--- src/hdl/bal_pkg.sv ---
// bal_pkg: shared widths, register indexes, reset values and control types
// for the block average low-pass filter. No dependencies.
package bal_pkg;

    // fixed field widths
    localparam int SAMPLE_W   = 12;
    localparam int OUT_W      = 12;
    localparam int LEVEL_W    = 16;
    localparam int WEIGHT_W   = 16;
    localparam int CFG_IDX_W  = 1;
    localparam int CFG_DATA_W = 16;

    // configuration register indexes
    localparam logic [CFG_IDX_W-1:0] REG_KEEP = 1'd0;
    localparam logic [CFG_IDX_W-1:0] REG_NEW  = 1'd1;

    // reset weights, Q16 (keep is about 0.9048)
    localparam logic [WEIGHT_W-1:0] KEEP_RESET = 16'd59299;
    localparam logic [WEIGHT_W-1:0] NEW_RESET  = 16'd6236;

    // level marks and limits
    localparam logic [LEVEL_W-1:0] NO_VALUE  = 16'hFFFF;
    localparam logic [LEVEL_W-1:0] LEVEL_MAX = 16'hFFFE;
    localparam logic [OUT_W-1:0]   OUT_MAX   = 12'd4095;

    // drain sequencer control towards the sum store
    typedef struct packed {
        logic rd_active;  // sum store read address comes from the drain
        logic clr;        // clear the entry being drained
    } t_drain_ctl;

endpackage

--- src/hdl/bal_if.sv ---
// bal_if: valid/ready stream interfaces for the sample input and the result
// output. Depends on bal_pkg.
interface bal_in_if;
    logic                          valid;
    logic                          ready;
    logic [bal_pkg::SAMPLE_W-1:0]  sample;

    modport source (output valid, output sample, input ready);
    modport sink   (input valid, input sample, output ready);
endinterface

interface bal_out_if #(
    parameter int CH_W = 1
);
    logic                       valid;
    logic                       ready;
    logic [CH_W-1:0]            channel;
    logic [bal_pkg::OUT_W-1:0]  filtered_value;
    logic                       last;

    modport source (output valid, output channel, output filtered_value, output last,
                    input ready);
    modport sink   (input valid, input channel, input filtered_value, input last,
                    output ready);
endinterface

--- src/hdl/bal_ram.sv ---
// bal_ram: generic single write port, single read port RAM with registered
// read data (read-first on a same-address collision). No dependencies.
module bal_ram #(
    parameter int WIDTH = 16,
    parameter int DEPTH = 2
) (
    input  logic                                  i_clk,
    input  logic                                  i_we,
    input  logic [(DEPTH > 1 ? $clog2(DEPTH) : 1)-1:0] i_waddr,
    input  logic [WIDTH-1:0]                      i_wdata,
    input  logic [(DEPTH > 1 ? $clog2(DEPTH) : 1)-1:0] i_raddr,
    output logic [WIDTH-1:0]                      o_rdata
);

    logic [WIDTH-1:0] r_mem [DEPTH];
    logic [WIDTH-1:0] r_rdata;

    always_ff @(posedge i_clk) begin
        if (i_we) begin
            r_mem[i_waddr] <= i_wdata;
        end
        r_rdata <= r_mem[i_raddr];
    end

    assign o_rdata = r_rdata;

endmodule

--- src/hdl/bal_accum.sv ---
// bal_accum: input side. Channel position and scan counters, per-channel sum
// store (read-modify-write with forwarding) and block-end hand-off.
// Depends on bal_pkg, bal_if and bal_ram.
module bal_accum #(
    parameter int CHANNELS    = 2,
    parameter int AVG_SAMPLES = 8,
    parameter int SAMPLE_BITS = 12,
    localparam int CH_W  = (CHANNELS > 1) ? $clog2(CHANNELS) : 1,
    localparam int SUM_W = SAMPLE_BITS + $clog2(AVG_SAMPLES)
) (
    input  logic                 i_clk,
    input  logic                 i_rst_n,
    bal_in_if.sink               i_in,
    output logic                 o_start,
    input  logic                 i_done,
    input  bal_pkg::t_drain_ctl  i_drain,
    input  logic [CH_W-1:0]      i_drain_raddr,
    input  logic [CH_W-1:0]      i_drain_clr_addr,
    output logic [SUM_W-1:0]     o_sum
);

    localparam int BLK_W = (AVG_SAMPLES > 1) ? $clog2(AVG_SAMPLES) : 1;
    localparam int EXT_W = (SAMPLE_BITS > bal_pkg::SAMPLE_W) ? SAMPLE_BITS : bal_pkg::SAMPLE_W;

    logic [CH_W-1:0]        r_pos, n_pos;
    logic [BLK_W-1:0]       r_blk, n_blk;
    logic                   r_busy;
    logic                   r_s1_valid;
    logic [CH_W-1:0]        r_s1_ch;
    logic [SAMPLE_BITS-1:0] r_s1_smp;
    logic                   r_s1_end;
    logic                   r_fw_valid;
    logic [CH_W-1:0]        r_fw_addr;
    logic [SUM_W-1:0]       r_fw_data;
    logic [CHANNELS-1:0]    r_vld;
    logic                   r_rvld;

    logic                   accept;
    logic                   last_pos;
    logic                   last_blk;
    logic [EXT_W-1:0]       smp_ext;
    logic [CH_W-1:0]        raddr;
    logic [SUM_W-1:0]       rdata;
    logic [SUM_W-1:0]       base;
    logic [SUM_W-1:0]       n_sum;
    logic                   we;
    logic [CH_W-1:0]        waddr;
    logic [SUM_W-1:0]       wdata;

    assign accept     = i_in.valid && i_in.ready;
    assign i_in.ready = !r_busy;
    assign last_pos   = (r_pos == CH_W'(CHANNELS - 1));
    assign last_blk   = (r_blk == BLK_W'(AVG_SAMPLES - 1));
    // bits above SAMPLE_BITS are dropped
    assign smp_ext    = EXT_W'(i_in.sample);

    // position and scan counters
    always_comb begin
        n_pos = r_pos;
        n_blk = r_blk;
        if (accept) begin
            if (last_pos) begin
                n_pos = '0;
                n_blk = last_blk ? '0 : r_blk + 1'b1;
            end else begin
                n_pos = r_pos + 1'b1;
            end
        end
    end

    always_ff @(posedge i_clk) begin
        if (!i_rst_n) begin
            r_pos      <= '0;
            r_blk      <= '0;
            r_busy     <= 1'b0;
            r_s1_valid <= 1'b0;
            r_fw_valid <= 1'b0;
        end else begin
            r_pos      <= n_pos;
            r_blk      <= n_blk;
            r_s1_valid <= accept;
            r_fw_valid <= r_s1_valid;
            // hold off input from block end until the drain has finished
            if (accept && last_pos && last_blk) begin
                r_busy <= 1'b1;
            end else if (i_done) begin
                r_busy <= 1'b0;
            end
        end
    end

    // stage 1 payload, and copy of the last sum write for forwarding
    always_ff @(posedge i_clk) begin
        r_s1_ch   <= r_pos;
        r_s1_smp  <= smp_ext[SAMPLE_BITS-1:0];
        r_s1_end  <= last_pos && last_blk;
        r_fw_addr <= r_s1_ch;
        r_fw_data <= n_sum;
    end

    // sum store: entries read as zero until first written
    always_ff @(posedge i_clk) begin
        if (!i_rst_n) begin
            r_vld  <= '0;
            r_rvld <= 1'b0;
        end else begin
            r_rvld <= r_vld[raddr];
            if (we) begin
                r_vld[waddr] <= 1'b1;
            end
        end
    end

    assign raddr = i_drain.rd_active ? i_drain_raddr : r_pos;

    bal_ram #(
        .WIDTH (SUM_W),
        .DEPTH (CHANNELS)
    ) u_sum_ram (
        .i_clk   (i_clk),
        .i_we    (we),
        .i_waddr (waddr),
        .i_wdata (wdata),
        .i_raddr (raddr),
        .o_rdata (rdata)
    );

    // read-modify-write; forward a write made on the same edge as the read
    always_comb begin
        if (r_fw_valid && (r_fw_addr == r_s1_ch)) begin
            base = r_fw_data;
        end else begin
            base = r_rvld ? rdata : '0;
        end
        n_sum = base + SUM_W'(r_s1_smp);
    end

    assign we    = r_s1_valid || i_drain.clr;
    assign waddr = r_s1_valid ? r_s1_ch : i_drain_clr_addr;
    assign wdata = r_s1_valid ? n_sum : '0;

    assign o_sum   = r_rvld ? rdata : '0;
    assign o_start = r_s1_valid && r_s1_end;

endmodule

--- src/hdl/bal_filter.sv ---
// bal_filter: block-end drain. Walks the channels, forms each mean, runs the
// Q16 single-pole filter against the level store and registers the results.
// Depends on bal_pkg, bal_if and bal_ram.
module bal_filter #(
    parameter int CHANNELS    = 2,
    parameter int AVG_SAMPLES = 8,
    parameter int SAMPLE_BITS = 12,
    localparam int CH_W  = (CHANNELS > 1) ? $clog2(CHANNELS) : 1,
    localparam int SUM_W = SAMPLE_BITS + $clog2(AVG_SAMPLES)
) (
    input  logic                            i_clk,
    input  logic                            i_rst_n,
    input  logic                            i_start,
    output logic                            o_done,
    output bal_pkg::t_drain_ctl             o_drain,
    output logic [CH_W-1:0]                 o_raddr,
    output logic [CH_W-1:0]                 o_clr_addr,
    input  logic [SUM_W-1:0]                i_sum,
    input  logic [bal_pkg::WEIGHT_W-1:0]    i_keep,
    input  logic [bal_pkg::WEIGHT_W-1:0]    i_new,
    bal_out_if.source                       o_out
);

    localparam int LOG2_AVG = $clog2(AVG_SAMPLES);
    localparam int KP_W     = bal_pkg::LEVEL_W + bal_pkg::WEIGHT_W;
    localparam int NP_W     = SAMPLE_BITS + bal_pkg::WEIGHT_W;
    localparam int ACC_W    = KP_W + 1;

    logic                          r_iss_valid;
    logic [CH_W-1:0]               r_iss_ch;
    logic                          r_r_valid;
    logic [CH_W-1:0]               r_r_ch;
    logic                          r_p_valid;
    logic [CH_W-1:0]               r_p_ch;
    logic [KP_W-1:0]               r_p_keep_prod;
    logic [NP_W-1:0]               r_p_new_prod;
    logic                          r_p_nov;
    logic [SAMPLE_BITS-1:0]        r_p_mean;
    logic                          r_out_valid;
    logic [CH_W-1:0]               r_out_ch;
    logic [bal_pkg::OUT_W-1:0]     r_out_value;
    logic                          r_out_last;
    logic [CHANNELS-1:0]           r_lvl_vld;
    logic                          r_lvl_rvld;

    logic                          adv;
    logic                          iss_last;
    logic [CH_W-1:0]               raddr;
    logic [bal_pkg::LEVEL_W-1:0]   lvl_rdata;
    logic [bal_pkg::LEVEL_W-1:0]   lvl;
    logic [SAMPLE_BITS-1:0]        mean;
    logic [ACC_W-1:0]              acc;
    logic [ACC_W-17:0]             acc_hi;
    logic [bal_pkg::LEVEL_W-1:0]   lvl_sat;
    logic [bal_pkg::LEVEL_W-1:0]   n_level;
    logic [bal_pkg::OUT_W-1:0]     n_out_value;
    logic                          lvl_we;

    // whole drain pipeline moves when the output register is free
    assign adv      = !r_out_valid || o_out.ready;
    assign iss_last = (r_iss_ch == CH_W'(CHANNELS - 1));

    // stalled: keep re-reading the entry held in the read stage
    assign raddr = adv ? r_iss_ch : r_r_ch;

    // issue stage, and valid flags of the read, product and output stages
    always_ff @(posedge i_clk) begin
        if (!i_rst_n) begin
            r_iss_valid <= 1'b0;
            r_iss_ch    <= '0;
            r_r_valid   <= 1'b0;
            r_p_valid   <= 1'b0;
            r_out_valid <= 1'b0;
        end else begin
            if (i_start) begin
                r_iss_valid <= 1'b1;
                r_iss_ch    <= '0;
            end else if (adv && r_iss_valid) begin
                r_iss_valid <= !iss_last;
                r_iss_ch    <= r_iss_ch + 1'b1;
            end
            if (adv) begin
                r_r_valid   <= r_iss_valid;
                r_p_valid   <= r_r_valid;
                r_out_valid <= r_p_valid;
            end
        end
    end

    // level store: entries read as the no-value mark until first written
    always_ff @(posedge i_clk) begin
        if (!i_rst_n) begin
            r_lvl_vld  <= '0;
            r_lvl_rvld <= 1'b0;
        end else begin
            r_lvl_rvld <= r_lvl_vld[raddr];
            if (lvl_we) begin
                r_lvl_vld[r_p_ch] <= 1'b1;
            end
        end
    end

    bal_ram #(
        .WIDTH (bal_pkg::LEVEL_W),
        .DEPTH (CHANNELS)
    ) u_level_ram (
        .i_clk   (i_clk),
        .i_we    (lvl_we),
        .i_waddr (r_p_ch),
        .i_wdata (n_level),
        .i_raddr (raddr),
        .o_rdata (lvl_rdata)
    );

    assign lvl  = r_lvl_rvld ? lvl_rdata : bal_pkg::NO_VALUE;
    assign mean = i_sum[SUM_W-1:LOG2_AVG];

    // read stage channel and product stage
    always_ff @(posedge i_clk) begin
        if (adv) begin
            r_r_ch        <= r_iss_ch;
            r_p_ch        <= r_r_ch;
            r_p_keep_prod <= lvl * i_keep;
            r_p_new_prod  <= mean * i_new;
            r_p_nov       <= (lvl == bal_pkg::NO_VALUE);
            r_p_mean      <= mean;
        end
    end

    // sum, scale and clamp; a channel with no value yet takes the mean as is
    always_comb begin
        acc    = ACC_W'(r_p_keep_prod) + ACC_W'(r_p_new_prod);
        acc_hi = acc[ACC_W-1:16];
        if (acc_hi > (ACC_W-16)'(bal_pkg::LEVEL_MAX)) begin
            lvl_sat = bal_pkg::LEVEL_MAX;
        end else begin
            lvl_sat = acc_hi[bal_pkg::LEVEL_W-1:0];
        end
        n_level = r_p_nov ? bal_pkg::LEVEL_W'(r_p_mean) : lvl_sat;
        if (n_level > bal_pkg::LEVEL_W'(bal_pkg::OUT_MAX)) begin
            n_out_value = bal_pkg::OUT_MAX;
        end else begin
            n_out_value = n_level[bal_pkg::OUT_W-1:0];
        end
    end

    assign lvl_we = adv && r_p_valid;

    // output register
    always_ff @(posedge i_clk) begin
        if (lvl_we) begin
            r_out_ch    <= r_p_ch;
            r_out_value <= n_out_value;
            r_out_last  <= (r_p_ch == CH_W'(CHANNELS - 1));
        end
    end

    assign o_out.valid          = r_out_valid;
    assign o_out.channel        = r_out_ch;
    assign o_out.filtered_value = r_out_value;
    assign o_out.last           = r_out_last;

    assign o_drain.rd_active = r_iss_valid || r_r_valid;
    assign o_drain.clr       = adv && r_r_valid;
    assign o_raddr           = raddr;
    assign o_clr_addr        = r_r_ch;
    assign o_done            = lvl_we && (r_p_ch == CH_W'(CHANNELS - 1));

endmodule

--- src/hdl/block_average_lowpass_filter.sv ---
// block_average_lowpass_filter: top level, configuration registers and
// wiring of the input accumulator and the block-end filter drain.
// Depends on bal_pkg, bal_if, bal_accum and bal_filter.
//
// Usage:
//   i_in carries converter samples, channels interleaved in fixed order from
//   channel 0. Each channel sums AVG_SAMPLES samples (a power of two); at the
//   end of a block each mean goes through level = (level*keep + mean*new)>>16
//   and one transaction per channel leaves on o_out, channel order, the
//   final one flagged last. Weights are written on i_cfg_* while idle, a rule
//   for the user that the block does not enforce. Throughput: one sample per
//   cycle inside a block. Ready stays low after the transaction that ends a
//   block while the drain sequencer walks the sum and level memories, one
//   channel a cycle unless the receiver stalls. Results pass the issue, read,
//   product and output stages and leave one per cycle while ready is high.
//   Reset: sums read as zero, levels as the no-value mark (first mean passes
//   unfiltered), weights return to their defaults.
//   A stalled receiver holds the output register and freezes the drain;
//   input stays blocked until the last result of the block is registered.
module block_average_lowpass_filter #(
    parameter int CHANNELS    = 2,
    parameter int AVG_SAMPLES = 8,
    parameter int SAMPLE_BITS = 12,
    localparam int CH_W  = (CHANNELS > 1) ? $clog2(CHANNELS) : 1,
    localparam int SUM_W = SAMPLE_BITS + $clog2(AVG_SAMPLES)
) (
    input  logic                              i_clk,
    input  logic                              i_rst_n,
    bal_in_if.sink                            i_in,
    bal_out_if.source                         o_out,
    input  logic                              i_cfg_we,
    input  logic [bal_pkg::CFG_IDX_W-1:0]     i_cfg_idx,
    input  logic [bal_pkg::CFG_DATA_W-1:0]    i_cfg_data
);

    logic [bal_pkg::WEIGHT_W-1:0] r_keep;
    logic [bal_pkg::WEIGHT_W-1:0] r_new;

    bal_pkg::t_drain_ctl          drain;
    logic [CH_W-1:0]              drain_raddr;
    logic [CH_W-1:0]              drain_clr_addr;
    logic [SUM_W-1:0]             sum;
    logic                         start;
    logic                         done;

    // weight registers
    always_ff @(posedge i_clk) begin
        if (!i_rst_n) begin
            r_keep <= bal_pkg::KEEP_RESET;
            r_new  <= bal_pkg::NEW_RESET;
        end else if (i_cfg_we) begin
            unique case (i_cfg_idx)
                bal_pkg::REG_KEEP: r_keep <= i_cfg_data[bal_pkg::WEIGHT_W-1:0];
                bal_pkg::REG_NEW:  r_new  <= i_cfg_data[bal_pkg::WEIGHT_W-1:0];
                default: ;
            endcase
        end
    end

    bal_accum #(
        .CHANNELS    (CHANNELS),
        .AVG_SAMPLES (AVG_SAMPLES),
        .SAMPLE_BITS (SAMPLE_BITS)
    ) u_accum (
        .i_clk            (i_clk),
        .i_rst_n          (i_rst_n),
        .i_in             (i_in),
        .o_start          (start),
        .i_done           (done),
        .i_drain          (drain),
        .i_drain_raddr    (drain_raddr),
        .i_drain_clr_addr (drain_clr_addr),
        .o_sum            (sum)
    );

    bal_filter #(
        .CHANNELS    (CHANNELS),
        .AVG_SAMPLES (AVG_SAMPLES),
        .SAMPLE_BITS (SAMPLE_BITS)
    ) u_filter (
        .i_clk      (i_clk),
        .i_rst_n    (i_rst_n),
        .i_start    (start),
        .o_done     (done),
        .o_drain    (drain),
        .o_raddr    (drain_raddr),
        .o_clr_addr (drain_clr_addr),
        .i_sum      (sum),
        .i_keep     (r_keep),
        .i_new      (r_new),
        .o_out      (o_out)
    );

endmodule

--- src/flat_wrapper.sv ---
// flat-port wrapper written by rule: the top's interface ports become plain ports
module block_average_lowpass_filter_flat 
#(
    parameter int CHANNELS    = 2,
    parameter int AVG_SAMPLES = 8,
    parameter int SAMPLE_BITS = 12,
    localparam int CH_W  = (CHANNELS > 1) ? $clog2(CHANNELS) : 1,
    localparam int SUM_W = SAMPLE_BITS + $clog2(AVG_SAMPLES)
)
  (i_clk, i_rst_n, i_cfg_we, i_cfg_idx, i_cfg_data, i_in_valid, i_in_sample, i_in_ready, o_out_valid, o_out_channel, o_out_filtered_value, o_out_last, o_out_ready);
  bal_in_if i_in_i ();
  bal_out_if #(.CH_W(1)) o_out_i ();
  input  logic i_clk;
  input  logic i_rst_n;
  input  logic i_cfg_we;
  input  logic [bal_pkg::CFG_IDX_W-1:0] i_cfg_idx;
  input  logic [bal_pkg::CFG_DATA_W-1:0] i_cfg_data;
  input wire logic [$bits(i_in_i.valid)-1:0] i_in_valid;
  input wire logic [$bits(i_in_i.sample)-1:0] i_in_sample;
  output wire logic [$bits(i_in_i.ready)-1:0] i_in_ready;
  output wire logic [$bits(o_out_i.valid)-1:0] o_out_valid;
  output wire logic [$bits(o_out_i.channel)-1:0] o_out_channel;
  output wire logic [$bits(o_out_i.filtered_value)-1:0] o_out_filtered_value;
  output wire logic [$bits(o_out_i.last)-1:0] o_out_last;
  input wire logic [$bits(o_out_i.ready)-1:0] o_out_ready;
  assign i_in_i.valid = i_in_valid;
  assign i_in_i.sample = i_in_sample;
  assign i_in_ready = i_in_i.ready;
  assign o_out_valid = o_out_i.valid;
  assign o_out_channel = o_out_i.channel;
  assign o_out_filtered_value = o_out_i.filtered_value;
  assign o_out_last = o_out_i.last;
  assign o_out_i.ready = o_out_ready;
  block_average_lowpass_filter #(.CHANNELS(CHANNELS), .AVG_SAMPLES(AVG_SAMPLES), .SAMPLE_BITS(SAMPLE_BITS)) u_core (.i_clk(i_clk), .i_rst_n(i_rst_n), .i_in(i_in_i), .o_out(o_out_i), .i_cfg_we(i_cfg_we), .i_cfg_idx(i_cfg_idx), .i_cfg_data(i_cfg_data));
endmodule
--- config.mk ---
export PLATFORM = sky130hd
export DESIGN_NAME = block_average_lowpass_filter_flat
export DESIGN_NICKNAME = d
export VERILOG_FILES = /design/src/hdl/bal_pkg.sv /design/src/hdl/bal_if.sv /design/src/hdl/bal_ram.sv /design/src/hdl/bal_accum.sv /design/src/hdl/bal_filter.sv /design/src/hdl/block_average_lowpass_filter.sv /design/src/flat_wrapper.sv
export SDC_FILE = /design/constraint.sdc
export NUM_CORES = 1
export LEC_CHECK = 0
export BUFFER_PORTS_ARGS = -buffer_cell sky130_fd_sc_hd__buf_2
export CELL_PAD_IN_SITES_DETAIL_PLACEMENT = 0
export CELL_PAD_IN_SITES_GLOBAL_PLACEMENT = 2
export CORE_ASPECT_RATIO = 0.75
export CORE_MARGIN = 2
export CORE_UTILIZATION = 29
export CTS_CLUSTER_DIAMETER = 40
export DETAILED_ROUTE_END_ITERATION = 8
export PLACE_DENSITY_LB_ADDON = 0.1
export SLEW_MARGIN = 15
export SYNTH_ARGS = -nofsm -noshare
export SYNTH_HDL_FRONTEND = slang
export SYNTH_SLANG_ARGS = --single-unit
--- constraint.sdc ---
create_clock -name i_clk -period 9.6 [get_ports i_clk]
set_clock_uncertainty 0.15 [all_clocks]
set_input_delay 1.44 -clock i_clk [delete_from_list [all_inputs] [get_ports i_clk]]
set_output_delay 1.44 -clock i_clk [all_outputs]
set_load 0.01 [all_outputs]
==> impl_metrics.ini <==
[grt]
grt_antenna_before_repair = 5
grt_pass1_vias = 18500
wire_length_of_the_first_global_routing_pass_microns = 112000
grt.total_usage = 0.168
grt_max_degree = 76
overflow = 0

[floorplan]
floorplan.initialDensity = 0.294
die_x_microns = 342
design.portCount = 50
height_of_the_chip_microns = 257
core-area_sq_um = 84500
design.die.area_sq_um = 88000
rows = 92

[yosys]
synth_common_cells = sky130_fd_sc_hd__inv_1 (431), sky130_fd_sc_hd__nand2_1 (392), sky130_fd_sc_hd__fa_1 (335)
syn-mean-instance-area_sq_um = 9.86
synth_nets = 3099
synth.ff_latch_count = 261
synth_top_cell_area_share = 0.270
yosys-mux-area-fraction = 0.0205
synth_compound_area_frac = 0.0691
synth_ff_type = sky130_fd_sc_hd__edfxtp_1
yosys_warnings = 0
syn_area_sq_um = 24800
syn-instance-count = 2519
portion_of_the_post_synthesis_area_used_by_sequential_elements = 0.270
simple_logic_cell_fraction_of_the_synthesized_area = 0.157
synthTopCellsByArea = sky130_fd_sc_hd__fa_1 (27%), sky130_fd_sc_hd__edfxtp_1 (18%), sky130_fd_sc_hd__ha_1 (11%)
synth_largest_area_cell = sky130_fd_sc_hd__fa_1
number_of_enable_type_register_cells_in_the_synthesized_netlist = 149
count_of_distinct_cell_types_in_the_synthesized_netlist = 71
synth_fa_ha_area_frac = 0.376
yosysMostFrequentCell = sky130_fd_sc_hd__inv_1
share_of_the_synthesized_netlist_area_taken_by_xor_and_xnor_gates = 0.0254
synth_top_family_by_area = adder cells
async_flop_share = 0

[power_and_ir_drop]
pwr-share-clk = 0.166
seq_power_share = 0.172
internal_power_mw = 5.61
power.leakage_nw = 13.5
p_per_area_nw_per_um2 = 368
peakVddDrop_v = 0.000616
p_comb_frac = 0.662
netSwitchingPower_mw = 4.71
swShare = 0.457

[clock_network]
post_cts_setup_buffers = 0
cts_tree = built
ctsRootBufferMaster = sky130_fd_sc_hd__clkbuf_16
cts_htree_levels = 2
cts_hold_repair.buffers = 0
ctsLongestPathBuffers = 3
clk-insertion-delay-late_ns = 0.58
clk_transition_reported_paths_ns = 0.06
tritoncts_num_sinks = 261
cts_resized = 0
cts_inserted_buffers = 43

[setup_path]
timing.critical_path.slowest_cell_delay_ns = 0.72
criticalPathCategory = reg -> reg
data_arrival_critical_path_ns = 8.09
critPathLaunchType = flip-flop
worstPathCellList = nand2b_1 > and2_1 > fa_1 > inv_1 > fa_1 > fa_1 > inv_1 > fa_1 > fa_1 > inv_1 > fa_1 > inv_1 > ha_1 > a21o_1 > a21o_1 > a21oi_1 > o21ai_1 > a2111oi_2 > nor3_1 > nand4b_1 > a31o_1 > a21oi_1 > xnor2_1
timing.critical_path.required_ns = 9.79
critPathSlowestCell = sky130_fd_sc_hd__dfxtp_1
cp_common_cell = sky130_fd_sc_hd__fa_1
critPathBufInv = 4
crit_path_end_kind = flip-flop
critPathMaxFanout = 17
worst_path_top_cell_family_by_delay = adder cells

[sta]
grt_setup_unrepaired = no
worst_slew_margin_rel = 0.268
fin_crit_sh = 0.823
timing.final.hold_violations = 0
maxClockFrequency_mhz = 127
timing_worst_slew_pin_value_ns = 1.10
final-max-slew-violation-count = 0
finalSetupTns_ns = 0
fin_crit_period_ns = 7.90
setup_viol = 0

[routing]
num_vias = 17200
antenna_violating_nets_left = 0
first_drt_pass_iteration_count = 5
route.detailed.drc = 0
route.detailed.vias_per_inst = 4.63
wl_per_instance_microns = 19.2
drt_iter0_markers = 945
totalWireLength_microns = 71300

[finish]
flow.area_growth_from_synthesis_pct = 12.8
fin_area_sq_um = 28000
drive_gt1_frac = 0.0875
final_nets = 3128

[place]
placement.cell_area_sq_um = 26400
input_output_buffers = 49
gp_congestion = 0.790
dp_hpwl_microns = 56000

[run]
max_cap_violations = 0

[outcome]
result_of_the_run = finished, final reports clean

[min_path]
worstHoldPathType = reg -> reg
## final timing paths
kind,startpoint,endpoint,slack [ns],cells past startpoint
hold reg to reg,u_core.u_accum.r_s1_ch$_DFF_P_,u_core.u_accum.r_fw_addr$_DFF_P_,0.25,0
setup reg to reg,u_core.u_filter.r_lvl_rvld$_SDFF_PN0_,u_core.u_filter.r_p_keep_prod[31]$_DFFE_PN_,1.70,23
setup / recovery,u_core.u_filter.r_lvl_rvld$_SDFF_PN0_,u_core.u_filter.r_p_keep_prod[31]$_DFFE_PN_,1.70,23
hold / removal,u_core.u_accum.r_s1_ch$_DFF_P_,u_core.u_accum.r_fw_addr$_DFF_P_,0.25,0
## per-layer routing
layer,vias to the layer above,part of all wire,track usage,wire length (microns)
li1,8093,-,-,-
met1,8749,0.54,0.266,38900
met3,58,0.037,0.0233,2640
met5,-,0,0,0
met2,283,0.41,0.240,29000
met4,0,0.012,0.0301,841
## power groups by stage
stage | clock network, mW | registers (mW) | logic [mW]
2_1_floorplan | 0 | 1.74 | 5.09
3_3_place_gp | 0 | 1.80 | 6.91
3_5_place_dp | 0 | 1.80 | 6.89
4_1_cts | 1.78 | 1.78 | 6.94
5_1_grt | 1.82 | 1.79 | 7.84
6_report | 1.71 | 1.78 | 6.83
## logic make-up after synthesis
kind of cell    Yosys count
simple gates            806
fa+ha+maj               546
mux                      46
buf+inv                 535
xor+xnor                 72
compound gates          253
flops                   261
## flip-flops by register name, indices dropped and copies added (netlist names), 15 cells and up
name                                 cells
u_core.u_filter.r_p_keep_prod           32
u_core.u_filter.u_level_ram.r_mem       32
u_core.u_accum.u_sum_ram.r_mem          30
u_core.u_filter.r_p_new_prod            28
u_core.r_keep                           16
u_core.r_new                            16
u_core.u_filter.u_level_ram.o_rdata     16
u_core.u_accum.r_fw_data                15
u_core.u_accum.u_sum_ram.o_rdata        15
## through the flow
stage | cells | hold slack [ns] | power (mW) | utilization | worst slack, ns
2_1_floorplan | 2519 | 0.221 | 6.83 | - | 2.93
3_3_place_gp | 3631 | 0.233 | 8.71 | 0.313 | 1.81
3_5_place_dp | 3631 | 0.239 | 8.69 | 0.313 | 1.74
4_1_cts | 3711 | 0.248 | 10.5 | 0.332 | 1.73
5_1_grt | 3711 | 0.257 | 11.5 | 0.332 | 1.18
6_report | 3713 | 0.249 | 10.3 | 0.332 | 1.70
## layout by cell type, fill, tap and decap left out, types with 46 or more instances in the layout
master	netlist	routed
sky130_fd_sc_hd__and2_1	153	153
sky130_fd_sc_hd__buf_2	2	49
sky130_fd_sc_hd__xnor2_1	46	46
sky130_fd_sc_hd__dfxtp_1	112	111
sky130_fd_sc_hd__nand2_1	392	392
sky130_fd_sc_hd__and3_1	75	75
sky130_fd_sc_hd__nand3_1	46	46
sky130_fd_sc_hd__ha_1	211	211
sky130_fd_sc_hd__clkbuf_16	0	48
sky130_fd_sc_hd__inv_1	431	430
sky130_fd_sc_hd__a21oi_1	76	75
sky130_fd_sc_hd__fa_1	335	335
sky130_fd_sc_hd__edfxtp_1	149	149
## area by class of cell
cell class,instances,area [sq um]
Clock buffer,52,1240
Fill cell,8699,56500
Inverter,432,1620
Antenna cell,2,5.00
Timing Repair Buffer,87,531
Multi-Input combinational cell,1723,16100
Tap cell,1128,1410
Clock inverter,28,375
Sequential cell,261,6720
Power figures use the tool's default switching activity.
